## src/rtl/skn_pkg.sv

```systemverilog
package skn_pkg;

    localparam int BONE_W    = 8;
    localparam int IN_W      = 16;
    localparam int WEIGHT_W  = 20;
    localparam int SHARE_W   = 16;
    localparam int TOTAL_W   = 22;
    localparam int QUOT_W    = 17;
    localparam int CNT_W     = 5;
    localparam int COUNT_W   = 3;
    localparam int OUT_SLOTS = 4;
    localparam int OUT_W     = 104;

    localparam logic [WEIGHT_W-1:0] WEIGHT_MAX = '1;
    localparam logic [SHARE_W-1:0]  SHARE_MAX  = '1;

    // one table entry as it moves along the chain
    typedef struct packed {
        logic                vld;
        logic [BONE_W-1:0]   bone;
        logic [WEIGHT_W-1:0] weight;
    } skn_entry_t;

    typedef enum logic [1:0] {
        CELL_HOLD,
        CELL_ACC,
        CELL_SHIFT
    } skn_cell_op_t;

    // control shared by every cell of the chain
    typedef struct packed {
        skn_cell_op_t op;
        logic         any_match;
    } skn_cell_ctl_t;

    typedef enum logic [2:0] {
        ST_IDLE,
        ST_DRAIN,
        ST_SUM,
        ST_SHARE,
        ST_DIV_WAIT,
        ST_FINISH
    } skn_state_t;

    // equal split of one when all kept weights are zero
    function automatic logic [SHARE_W-1:0] eq_share(input logic [COUNT_W-1:0] n);
        logic [SHARE_W-1:0] s;
        case (n)
            3'd1:    s = SHARE_MAX;
            3'd2:    s = 16'd32768;
            3'd3:    s = 16'd21845;
            3'd4:    s = 16'd16384;
            default: s = '0;
        endcase
        return s;
    endfunction

endpackage

```

## src/rtl/skn_cell.sv

```systemverilog
module skn_cell (
    input  logic                         clk,
    input  logic                         rst_n,
    input  skn_pkg::skn_cell_ctl_t       ctl,
    input  logic [skn_pkg::BONE_W-1:0]   pair_bone,
    input  logic [skn_pkg::IN_W-1:0]     pair_weight,
    input  logic                         prev_vld,
    input  skn_pkg::skn_entry_t          nxt,
    output skn_pkg::skn_entry_t          cur,
    output logic                         match
);

    logic                           vld_reg, vld_next;
    logic [skn_pkg::BONE_W-1:0]     bone_reg, bone_next;
    logic [skn_pkg::WEIGHT_W-1:0]   weight_reg, weight_next;
    logic [skn_pkg::WEIGHT_W:0]     sum;
    logic [skn_pkg::WEIGHT_W-1:0]   sat;

    assign match = vld_reg && (bone_reg == pair_bone);
    assign cur   = '{vld: vld_reg, bone: bone_reg, weight: weight_reg};

    // saturating accumulate of a repeated bone
    assign sum = {1'b0, weight_reg} + {{(skn_pkg::WEIGHT_W + 1 - skn_pkg::IN_W){1'b0}}, pair_weight};
    assign sat = sum[skn_pkg::WEIGHT_W] ? skn_pkg::WEIGHT_MAX : sum[skn_pkg::WEIGHT_W-1:0];

    // accumulate, append at the first free cell, or take the neighbor's entry
    always_comb
    begin
        vld_next    = vld_reg;
        bone_next   = bone_reg;
        weight_next = weight_reg;
        case (ctl.op)
            skn_pkg::CELL_ACC:
            begin
                if (match)
                begin
                    weight_next = sat;
                end
                else if (!ctl.any_match && !vld_reg && prev_vld)
                begin
                    vld_next    = 1'b1;
                    bone_next   = pair_bone;
                    weight_next = {{(skn_pkg::WEIGHT_W - skn_pkg::IN_W){1'b0}}, pair_weight};
                end
            end
            skn_pkg::CELL_SHIFT:
            begin
                vld_next    = nxt.vld;
                bone_next   = nxt.bone;
                weight_next = nxt.weight;
            end
            default:
            begin
            end
        endcase
    end

    always_ff @(posedge clk or negedge rst_n)
    begin
        if (!rst_n)
        begin
            vld_reg <= 1'b0;
        end
        else
        begin
            vld_reg <= vld_next;
        end
    end

    always_ff @(posedge clk)
    begin
        bone_reg   <= bone_next;
        weight_reg <= weight_next;
    end

endmodule

```

## src/rtl/skn_keep.sv

```systemverilog
module skn_keep #(
    parameter int KEEP = 4
) (
    input  logic                                     clk,
    input  logic                                     rst_n,
    input  logic                                     clear,
    input  logic                                     push,
    input  logic [skn_pkg::BONE_W-1:0]               push_bone,
    input  logic [skn_pkg::WEIGHT_W-1:0]             push_weight,
    output logic [$clog2(KEEP+1)-1:0]                count,
    output logic [KEEP-1:0][skn_pkg::BONE_W-1:0]     bones,
    output logic [KEEP-1:0][skn_pkg::WEIGHT_W-1:0]   weights
);

    localparam int CW = $clog2(KEEP + 1);
    localparam int IW = (KEEP > 1) ? $clog2(KEEP) : 1;

    logic [CW-1:0]                             count_reg, count_next;
    logic [KEEP-1:0][skn_pkg::BONE_W-1:0]      bones_reg, bones_next;
    logic [KEEP-1:0][skn_pkg::WEIGHT_W-1:0]    weights_reg, weights_next;
    logic [skn_pkg::WEIGHT_W-1:0]              min_w;
    logic [IW-1:0]                             min_pos;

    assign count   = count_reg;
    assign bones   = bones_reg;
    assign weights = weights_reg;

    // first smallest weight among all KEEP slots
    always_comb
    begin
        min_w   = weights_reg[0];
        min_pos = '0;
        for (int j = 1; j < KEEP; j++)
        begin
            if (weights_reg[j] < min_w)
            begin
                min_w   = weights_reg[j];
                min_pos = IW'(j);
            end
        end
    end

    // clear empties the buffer; else append while room is left, else evict the first
    // smallest if the newcomer is not smaller; a later entry wins ties
    always_comb
    begin
        count_next   = count_reg;
        bones_next   = bones_reg;
        weights_next = weights_reg;
        if (clear)
        begin
            count_next = '0;
        end
        else if (push)
        begin
            if (count_reg < CW'(KEEP))
            begin
                for (int j = 0; j < KEEP; j++)
                begin
                    if (CW'(j) == count_reg)
                    begin
                        bones_next[j]   = push_bone;
                        weights_next[j] = push_weight;
                    end
                end
                count_next = count_reg + 1'b1;
            end
            else if (push_weight >= min_w)
            begin
                for (int j = 0; j < KEEP - 1; j++)
                begin
                    if (IW'(j) >= min_pos)
                    begin
                        bones_next[j]   = bones_reg[j+1];
                        weights_next[j] = weights_reg[j+1];
                    end
                end
                bones_next[KEEP-1]   = push_bone;
                weights_next[KEEP-1] = push_weight;
            end
        end
    end

    always_ff @(posedge clk or negedge rst_n)
    begin
        if (!rst_n)
        begin
            count_reg <= '0;
        end
        else
        begin
            count_reg <= count_next;
        end
    end

    always_ff @(posedge clk)
    begin
        bones_reg   <= bones_next;
        weights_reg <= weights_next;
    end

endmodule

```

## src/rtl/skn_div.sv

```systemverilog
module skn_div (
    input  logic                           clk,
    input  logic                           rst_n,
    input  logic                           start,
    input  logic [skn_pkg::WEIGHT_W-1:0]   num_weight,
    input  logic [skn_pkg::TOTAL_W-1:0]    total,
    output logic                           done,
    output logic [skn_pkg::SHARE_W-1:0]    share
);

    localparam int NUM_W = skn_pkg::WEIGHT_W + skn_pkg::IN_W + 1;

    logic                           busy_reg;
    logic                           done_reg;
    logic [skn_pkg::CNT_W-1:0]      cnt_reg;
    logic [skn_pkg::TOTAL_W-1:0]    rem_reg;
    logic [skn_pkg::TOTAL_W-1:0]    div_reg;
    logic [skn_pkg::QUOT_W-1:0]     low_reg;
    logic [skn_pkg::QUOT_W-1:0]     quot_reg;
    logic [NUM_W-1:0]               numer;
    logic [skn_pkg::TOTAL_W:0]      trial;
    logic [skn_pkg::TOTAL_W:0]      diff;
    logic                           ge;

    // w * 65536 + total / 2, rounding half up
    assign numer = {1'b0, num_weight, {skn_pkg::IN_W{1'b0}}}
                 + {{(NUM_W - skn_pkg::TOTAL_W + 1){1'b0}}, total[skn_pkg::TOTAL_W-1:1]};

    // one restoring step per cycle
    assign trial = {rem_reg, low_reg[skn_pkg::QUOT_W-1]};
    assign ge    = trial >= {1'b0, div_reg};
    assign diff  = trial - {1'b0, div_reg};

    assign done  = done_reg;
    assign share = quot_reg[skn_pkg::QUOT_W-1] ? skn_pkg::SHARE_MAX
                                                : quot_reg[skn_pkg::SHARE_W-1:0];

    always_ff @(posedge clk or negedge rst_n)
    begin
        if (!rst_n)
        begin
            busy_reg <= 1'b0;
            done_reg <= 1'b0;
            cnt_reg  <= '0;
        end
        else
        begin
            done_reg <= 1'b0;
            if (start)
            begin
                busy_reg <= 1'b1;
                cnt_reg  <= skn_pkg::CNT_W'(skn_pkg::QUOT_W);
            end
            else if (busy_reg)
            begin
                cnt_reg <= cnt_reg - 1'b1;
                if (cnt_reg == skn_pkg::CNT_W'(1))
                begin
                    busy_reg <= 1'b0;
                    done_reg <= 1'b1;
                end
            end
        end
    end

    always_ff @(posedge clk)
    begin
        if (start)
        begin
            rem_reg  <= {{(skn_pkg::TOTAL_W - (NUM_W - skn_pkg::QUOT_W)){1'b0}},
                         numer[NUM_W-1:skn_pkg::QUOT_W]};
            low_reg  <= numer[skn_pkg::QUOT_W-1:0];
            div_reg  <= total;
            quot_reg <= '0;
        end
        else if (busy_reg)
        begin
            rem_reg  <= ge ? diff[skn_pkg::TOTAL_W-1:0] : trial[skn_pkg::TOTAL_W-1:0];
            low_reg  <= {low_reg[skn_pkg::QUOT_W-2:0], 1'b0};
            quot_reg <= {quot_reg[skn_pkg::QUOT_W-2:0], ge};
        end
    end

endmodule

```

## src/rtl/skin_influence_top4_normalizer_core.sv

```systemverilog
// Skin influence selector: collects the (bone, weight) pairs of one vertex,
// keeps the strongest KEEP_COUNT bones and normalizes their weights to sum one.
// s_* : one pair per item, tlast marks the last pair of the vertex.
// m_* : one result item per vertex, bones and Q0.16 shares in insertion order.
// cfg_*: write of the prune threshold, always ready; the user must write it
// only while idle, the block itself does not enforce it. Pairs are taken one
// per cycle while idle; each pair is matched against all held bones at once
// by a chain of TABLE_DEPTH cells and added or appended in that cycle.
// After the last pair the input stalls while the chain shifts its entries
// out through a top-k buffer, the kept weights are summed and each kept
// share is divided by a one-bit-per-cycle divider (or set to an equal split
// when the kept total is zero), then the result is loaded.
// The result sits in an output register; if the receiver stalls, new pairs
// are still taken and only the next vertex's finish waits for the slot.
// Reset empties the table, clears the overflow flag and the output valid,
// and sets the threshold to zero.
module skin_influence_top4_normalizer_core #(
    parameter int TABLE_DEPTH = 16,
    parameter int KEEP_COUNT  = 4
) (
    input  logic                          clk,
    input  logic                          rst_n,
    input  logic                          cfg_valid,
    output logic                          cfg_ready,
    input  logic [skn_pkg::IN_W-1:0]      cfg_data,     // prune_threshold
    input  logic                          s_tvalid,
    output logic                          s_tready,
    input  logic [23:0]                   s_tdata,      // bone_index, weight
    input  logic                          s_tlast,      // last
    output logic                          m_tvalid,
    input  logic                          m_tready,
    // influence_count, bone_a, bone_b, bone_c, bone_d,
    // share_a, share_b, share_c, share_d, zero fill
    output logic [skn_pkg::OUT_W-1:0]     m_tdata,
    output logic                          m_tuser       // table_overflow
);

    localparam int CW = $clog2(KEEP_COUNT + 1);

    skn_pkg::skn_state_t                              state_reg, state_next;
    skn_pkg::skn_cell_ctl_t                           ctl;
    skn_pkg::skn_entry_t                              ent      [TABLE_DEPTH];
    skn_pkg::skn_entry_t                              nxt_ent  [TABLE_DEPTH];
    logic [TABLE_DEPTH-1:0]                           prev_vld;
    logic [TABLE_DEPTH-1:0]                           match_vec;

    logic [skn_pkg::IN_W-1:0]                         thr_reg;
    logic                                             ovf_seen_reg, ovf_hold_reg;
    logic [skn_pkg::TOTAL_W-1:0]                      total_reg, total_sum;
    logic [CW-1:0]                                    slot_reg, slot_next;
    logic [KEEP_COUNT-1:0][skn_pkg::SHARE_W-1:0]      share_reg, share_next;

    logic                                             accept;
    logic                                             ovf_now;
    logic                                             keep_push, keep_clear;
    logic [CW-1:0]                                    keep_count;
    logic [KEEP_COUNT-1:0][skn_pkg::BONE_W-1:0]       keep_bones;
    logic [KEEP_COUNT-1:0][skn_pkg::WEIGHT_W-1:0]     keep_weights;

    logic                                             div_start, div_done;
    logic [skn_pkg::WEIGHT_W-1:0]                     div_weight;
    logic [skn_pkg::SHARE_W-1:0]                      div_share;
    logic                                             load_out;

    logic [skn_pkg::OUT_SLOTS-1:0][skn_pkg::BONE_W-1:0]  out_bones;
    logic [skn_pkg::OUT_SLOTS-1:0][skn_pkg::SHARE_W-1:0] out_shares;
    logic [skn_pkg::OUT_W-1:0]                        out_word;
    logic [skn_pkg::OUT_W-1:0]                        m_tdata_reg;
    logic                                             m_tvalid_reg, m_tuser_reg;

    assign cfg_ready = 1'b1;
    assign s_tready  = (state_reg == skn_pkg::ST_IDLE);
    assign accept    = s_tvalid && s_tready;
    assign m_tvalid  = m_tvalid_reg;
    assign m_tdata   = m_tdata_reg;
    assign m_tuser   = m_tuser_reg;

    // chain of table cells, entries move toward cell 0 while draining
    for (genvar g = 0; g < TABLE_DEPTH; g++)
    begin : g_chain
        if (g == 0)
        begin : g_head
            assign prev_vld[g] = 1'b1;
        end
        else
        begin : g_body
            assign prev_vld[g] = ent[g-1].vld;
        end
        if (g == TABLE_DEPTH - 1)
        begin : g_tail
            assign nxt_ent[g] = '0;
        end
        else
        begin : g_link
            assign nxt_ent[g] = ent[g+1];
        end

        skn_cell u_cell (
            .clk         (clk),
            .rst_n       (rst_n),
            .ctl         (ctl),
            .pair_bone   (s_tdata[7:0]),
            .pair_weight (s_tdata[23:8]),
            .prev_vld    (prev_vld[g]),
            .nxt         (nxt_ent[g]),
            .cur         (ent[g]),
            .match       (match_vec[g])
        );
    end

    // chain command
    always_comb
    begin
        ctl.any_match = |match_vec;
        ctl.op        = skn_pkg::CELL_HOLD;
        if (accept)
        begin
            ctl.op = skn_pkg::CELL_ACC;
        end
        else if (state_reg == skn_pkg::ST_DRAIN)
        begin
            ctl.op = skn_pkg::CELL_SHIFT;
        end
    end

    // new bone with the table full
    assign ovf_now = accept && !(|match_vec) && ent[TABLE_DEPTH-1].vld;

    // prune at the chain head, survivors go to the top-k buffer
    assign keep_push  = (state_reg == skn_pkg::ST_DRAIN) && ent[0].vld
                     && (ent[0].weight >= {{(skn_pkg::WEIGHT_W - skn_pkg::IN_W){1'b0}}, thr_reg});
    assign keep_clear = load_out;

    skn_keep #(
        .KEEP (KEEP_COUNT)
    ) u_keep (
        .clk         (clk),
        .rst_n       (rst_n),
        .clear       (keep_clear),
        .push        (keep_push),
        .push_bone   (ent[0].bone),
        .push_weight (ent[0].weight),
        .count       (keep_count),
        .bones       (keep_bones),
        .weights     (keep_weights)
    );

    // total of the kept weights and divider operand select
    always_comb
    begin
        total_sum  = '0;
        div_weight = '0;
        for (int j = 0; j < KEEP_COUNT; j++)
        begin
            if (CW'(j) < keep_count)
            begin
                total_sum = total_sum
                          + {{(skn_pkg::TOTAL_W - skn_pkg::WEIGHT_W){1'b0}}, keep_weights[j]};
            end
            if (CW'(j) == slot_reg)
            begin
                div_weight = keep_weights[j];
            end
        end
    end

    skn_div u_div (
        .clk        (clk),
        .rst_n      (rst_n),
        .start      (div_start),
        .num_weight (div_weight),
        .total      (total_reg),
        .done       (div_done),
        .share      (div_share)
    );

    // finishing sequencer
    always_comb
    begin
        state_next = state_reg;
        slot_next  = slot_reg;
        share_next = share_reg;
        div_start  = 1'b0;
        load_out   = 1'b0;
        unique case (state_reg)
            skn_pkg::ST_IDLE:
            begin
                if (accept && s_tlast)
                begin
                    state_next = skn_pkg::ST_DRAIN;
                end
            end
            skn_pkg::ST_DRAIN:
            begin
                if (!ent[0].vld)
                begin
                    state_next = skn_pkg::ST_SUM;
                end
            end
            skn_pkg::ST_SUM:
            begin
                slot_next  = '0;
                state_next = skn_pkg::ST_SHARE;
            end
            skn_pkg::ST_SHARE:
            begin
                if (slot_reg == keep_count)
                begin
                    state_next = skn_pkg::ST_FINISH;
                end
                else if (total_reg == '0)
                begin
                    for (int j = 0; j < KEEP_COUNT; j++)
                    begin
                        if (CW'(j) == slot_reg)
                        begin
                            share_next[j] = skn_pkg::eq_share(skn_pkg::COUNT_W'(keep_count));
                        end
                    end
                    slot_next = slot_reg + 1'b1;
                end
                else
                begin
                    div_start  = 1'b1;
                    state_next = skn_pkg::ST_DIV_WAIT;
                end
            end
            skn_pkg::ST_DIV_WAIT:
            begin
                if (div_done)
                begin
                    for (int j = 0; j < KEEP_COUNT; j++)
                    begin
                        if (CW'(j) == slot_reg)
                        begin
                            share_next[j] = div_share;
                        end
                    end
                    slot_next  = slot_reg + 1'b1;
                    state_next = skn_pkg::ST_SHARE;
                end
            end
            skn_pkg::ST_FINISH:
            begin
                if (!m_tvalid_reg || m_tready)
                begin
                    load_out   = 1'b1;
                    state_next = skn_pkg::ST_IDLE;
                end
            end
            default:
            begin
                state_next = skn_pkg::ST_IDLE;
            end
        endcase
    end

    // result slots, zero beyond the kept count
    for (genvar g = 0; g < skn_pkg::OUT_SLOTS; g++)
    begin : g_slot
        if (g < KEEP_COUNT)
        begin : g_used
            assign out_bones[g]  = (CW'(g) < keep_count) ? keep_bones[g] : '0;
            assign out_shares[g] = (CW'(g) < keep_count) ? share_reg[g]  : '0;
        end
        else
        begin : g_unused
            assign out_bones[g]  = '0;
            assign out_shares[g] = '0;
        end
    end

    assign out_word = {5'b0, out_shares, out_bones, skn_pkg::COUNT_W'(keep_count)};

    // control registers
    always_ff @(posedge clk or negedge rst_n)
    begin
        if (!rst_n)
        begin
            state_reg    <= skn_pkg::ST_IDLE;
            thr_reg      <= '0;
            ovf_seen_reg <= 1'b0;
            ovf_hold_reg <= 1'b0;
            slot_reg     <= '0;
            m_tvalid_reg <= 1'b0;
        end
        else
        begin
            state_reg <= state_next;
            slot_reg  <= slot_next;
            if (cfg_valid)
            begin
                thr_reg <= cfg_data;
            end
            if (accept)
            begin
                if (s_tlast)
                begin
                    ovf_hold_reg <= ovf_seen_reg | ovf_now;
                    ovf_seen_reg <= 1'b0;
                end
                else if (ovf_now)
                begin
                    ovf_seen_reg <= 1'b1;
                end
            end
            if (load_out)
            begin
                m_tvalid_reg <= 1'b1;
            end
            else if (m_tready)
            begin
                m_tvalid_reg <= 1'b0;
            end
        end
    end

    // payload registers
    always_ff @(posedge clk)
    begin
        share_reg <= share_next;
        if (state_reg == skn_pkg::ST_SUM)
        begin
            total_reg <= total_sum;
        end
        if (load_out)
        begin
            m_tdata_reg <= out_word;
            m_tuser_reg <= ovf_hold_reg;
        end
    end

endmodule
```

## config.mk

```make
export PLATFORM = sky130hd
export DESIGN_NAME = skin_influence_top4_normalizer_core
export DESIGN_NICKNAME = d
export VERILOG_FILES = /design/src/rtl/skn_pkg.sv /design/src/rtl/skn_cell.sv /design/src/rtl/skn_keep.sv /design/src/rtl/skn_div.sv /design/src/rtl/skin_influence_top4_normalizer_core.sv
export SDC_FILE = /design/constraint.sdc
export NUM_CORES = 2
export LEC_CHECK = 0
export ABC_AREA = 1
export BUFFER_PORTS_ARGS = -buffer_cell sky130_fd_sc_hd__buf_4
export CORE_MARGIN = 1
export CORE_UTILIZATION = 56
export DETAILED_ROUTE_END_ITERATION = 10
export GPL_ROUTABILITY_DRIVEN = 0
export PLACE_DENSITY = 0.73
export RECOVER_POWER = 25
export SLEW_MARGIN = 20
export SYNTH_ARGS = -nofsm -noshare
export SYNTH_HDL_FRONTEND = slang
export SYNTH_SLANG_ARGS = --single-unit
```

## constraint.sdc

```tcl
create_clock -name clk -period 11.2 [get_ports clk]
set_input_delay 1.12 -clock clk [delete_from_list [all_inputs] [get_ports clk]]
set_output_delay 1.12 -clock clk [all_outputs]
set_load 0.02 [all_outputs]
```

==> impl_metrics.json <==
{
  "maxCapViolations": 9,
  "ys_types": 73,
  "worstRegToRegCells": 40,
  "die_w_um": 322,
  "clockBufferDepth": 3,
  "max_freq_mhz": 103,
  "vdd_drop_max_v": 0.000245,
  "fin_crit_sh_pct": 87.1,
  "cts_setup_buffers": 0,
  "largest_reg_flops": 320,
  "vias": 48800,
  "crit_path_max_fanout": 43,
  "die_y_um": 322,
  "final_cells": 8015,
  "syn_area_um2": 57400,
  "violations": "max-capacitance violations, max-slew violations",
  "grt_use_met3_pct": 5.44,
  "status": "finished, violations left",
  "finalSetupTns_ns": 0,
  "wl_um": 167000,
  "synth_flop_cell": "edfxtp_1",
  "r2r_slack_ns": 1.45,
  "rsz0062_at_grt": "false",
  "cp_slowest_cell": "a2111oi_0",
  "root_buffer": "clkbuf_16",
  "ant_nets": 0,
  "cp_slowest_stage_delay_ns": 0.77,
  "grt_use_total_pct": 31.6,
  "dpl_cell_area_um2": 59800,
  "first_pass_iters": 7,
  "cts_num_sinks": 875,
  "fin_nets": 7073,
  "min_from": "ovf_hold_reg",
  "timing.rr.end": "u_keep.weights[19]",
  "portBuffers": 147,
  "io_pins": 154,
  "grt_pass1_vias": 46700,
  "grt_max_degree": 201,
  "dp_hpwl_um": 116000,
  "cts_buffers": 97,
  "fin_worst_skew_ns": 0.0283,
  "clkLatencyLatePin_ns": 0.70,
  "tightest_slew_ns": 3.62,
  "drive_above_1_share_pct": 5.79,
  "crit_top_cell": "nand2_1",
  "drt_first_iter_violations": 4676,
  "worstReg2RegStart": "u_keep.weights[33]",
  "antenna_found_initial": 6,
  "cp.required_ns": 11.53,
  "path_delay_family": "compound AO/OA/AOI/OAI gates",
  "min_path_type": "reg2reg",
  "worst_setup_path_start_kind": "flip-flop",
  "netlist_instances": 6514,
  "slew_headroom_pct": -141,
  "grtUsageMet1_pct": 39.9,
  "cts_max_level": 3,
  "grt_overflow_total": 0,
  "holdPathEnd": "m_tuser",
  "area_delta_synth_final_pct": 9.03,
  "fp-row-count": 117,
  "yosys_warnings": 0,
  "drc_errors": 0,
  "async_flop_share_pct": 5.83,
  "worstPathBufferInverterCount": 3,
  "grtUsageMet2_pct": 51.3,
  "cts_hold_buf": 0,
  "seq_area_frac_synth_pct": 45.0,
  "cts_tree": "yes",
  "wire_per_inst_um": 20.8,
  "final_core_util_pct": 61.6,
  "die_area_um2": 104000,
  "slew_violations": 423,
  "clk_pin_slew_ns": 0.06,
  "setup_violations": 0,
  "crit_arrival_ns": 10.08,
  "post_cts_resized": 0,
  "core_um2": 102000,
  "grt_pass1_wl_um": 258000,
  "avgViaCountPerCell": 6.08,
  "avgSynthCellArea_um2": 8.82,
  "end_kind": "flip-flop",
  "dp_cells": 7830,
  "period_needed_ns": 9.75,
  "final_cell_area_um2": 62600,
  "hold_violations": 0,
  "synth-seq-cells": 875,
  "p_leak_nw": 26.5,
  "initial_utilization_pct": 56.5,
  "synth-edff-count": 805,
  "p_per_area_nw_per_um2": 332,
  "grt-busiest-layer": "met2",
  "critical_path_class": "reg2reg",
  "holdPathStages": 0
}
## where the power goes
group | total [W] | switching, W | internal, W
combinational | 0.0108 | 0.00702 | 0.00374
sequential | 0.00669 | 0.00100 | 0.00569
clock | 0.00332 | 0.00141 | 0.00191
## worst max-delay path by stage
stage | startpoint | cells past startpoint | to | slack, ns
5_1_grt | u_keep.weights[14] | 41 | u_keep.weights[19] | 0.77
3_3_place_gp | u_keep.weights[35] | 39 | u_keep.bones[19] | 1.87
4_1_cts | u_keep.weights[17] | 41 | u_keep.weights[19] | 1.70
6_report | u_keep.weights[33] | 40 | u_keep.weights[19] | 1.45
3_5_place_dp | u_keep.weights[39] | 40 | u_keep.bones[3] | 1.76
2_1_floorplan | u_keep.weights[39] | 44 | u_keep.bones[10] | 3.04
## synthesized netlist by cell type, types with 8 or more instances
library cell     n  share of area [%]
xor2_1         187                2.9
a22oi_1         22               0.29
o221ai_1       159                2.4
nand4_1         53               0.58
o21ai_1        100               0.87
buf_4           20               0.26
nor3_1          41               0.36
nand2_1       1386                9.1
o21ai_0        545                4.7
and2_1          12               0.13
edfxtp_1       805                 42
nor4_1          31               0.34
fa_1            21               0.73
nand3_1        192                1.7
a31oi_1         51               0.56
nand2_2          8              0.087
a211oi_1        26               0.34
or2_2           10               0.11
nor2_2          14               0.15
o22ai_1        168                1.8
clkbuf_1       188                1.2
o31ai_1         10               0.13
nor2_1         382                2.5
inv_2           28               0.18
a221oi_1        15               0.23
buf_1           23               0.15
a21o_1          17               0.22
o21bai_1         9               0.12
ha_1           445                9.7
buf_2           24               0.21
o211ai_1        35               0.46
a21oi_1        422                3.7
dfrtp_1         51                2.2
nand3_2         10               0.17
inv_1          726                4.7
dfxtp_1         19               0.66
o21ai_2         16               0.24
xnor2_1        142                2.2
a21oi_2         13               0.20
## cells by family (layout without fill, tap and decap cells)
family / count (synthesis) / count (layout) / share of synthesized area [%]
other cells: 2 / 9 / 0.0131
simple gates: 2177 / 2177 / 15.7
buf+inv: 1020 / 1146 / 6.94
fa+ha+maj: 466 / 466 / 10.4
mux: 1 / 1 / 0.0196
xor+xnor: 329 / 329 / 5.02
flops: 875 / 875 / 45.0
compound gates: 1644 / 1644 / 16.9
## area by class of cell
cell class	instances	area, um^2
fill	8656	39100
antenna	3	7.51
clock inverter	64	703
inverter	758	2850
multi-input combinational	4623	27800
tap	1368	1710
clock buffer	118	2560
timing repair buffer	206	1160
sequential	875	25800
## worst register-to-register path: cells and delay by family (launching register included)
kind | cells | cell delay, ns
AOI/OAI and AO/OA | 15 | 3.73
and+or+nand+nor | 18 | 3.49
adders and majority gates | 4 | 1.16
buffers and inverters | 3 | 0.55
DFF | 1 | 0.45
## cells in the final DEF, fill, tap and decap left out, drive strengths merged, types with 26 or more instances in the layout
master,n
a211oi,26
a21oi,435
a31oi,51
buf,95
clkbuf,229
clkinv,51
dfrtp,51
edfxtp,805
ha,445
inv,757
nand2,1395
nand3,202
nand4,53
nor2,400
nor3,45
nor4,32
o211ai,36
o21ai,662
o221ai,159
o22ai,168
xnor2,142
xor2,187
## layer usage
metal	vias to the layer above	part of all wire (%)
li1	23000	-
met1	23000	39
met2	2191	46
met3	527	8.2
met4	8	6.2
met5	-	0.032
## stage by stage
stage / hold slack [ns] / total power (W) / setup WS, ns
5_1_grt: 0.463 / 0.0222 / 0.773
6_report: 0.454 / 0.0208 / 1.45
3_5_place_dp: 0.435 / 0.0172 / 1.76
4_1_cts: 0.458 / 0.0206 / 1.70
3_3_place_gp: 0.435 / 0.0169 / 1.87
2_1_floorplan: 0.423 / 0.0143 / 3.04
No activity file was read; power rests on OpenSTA's default activity.
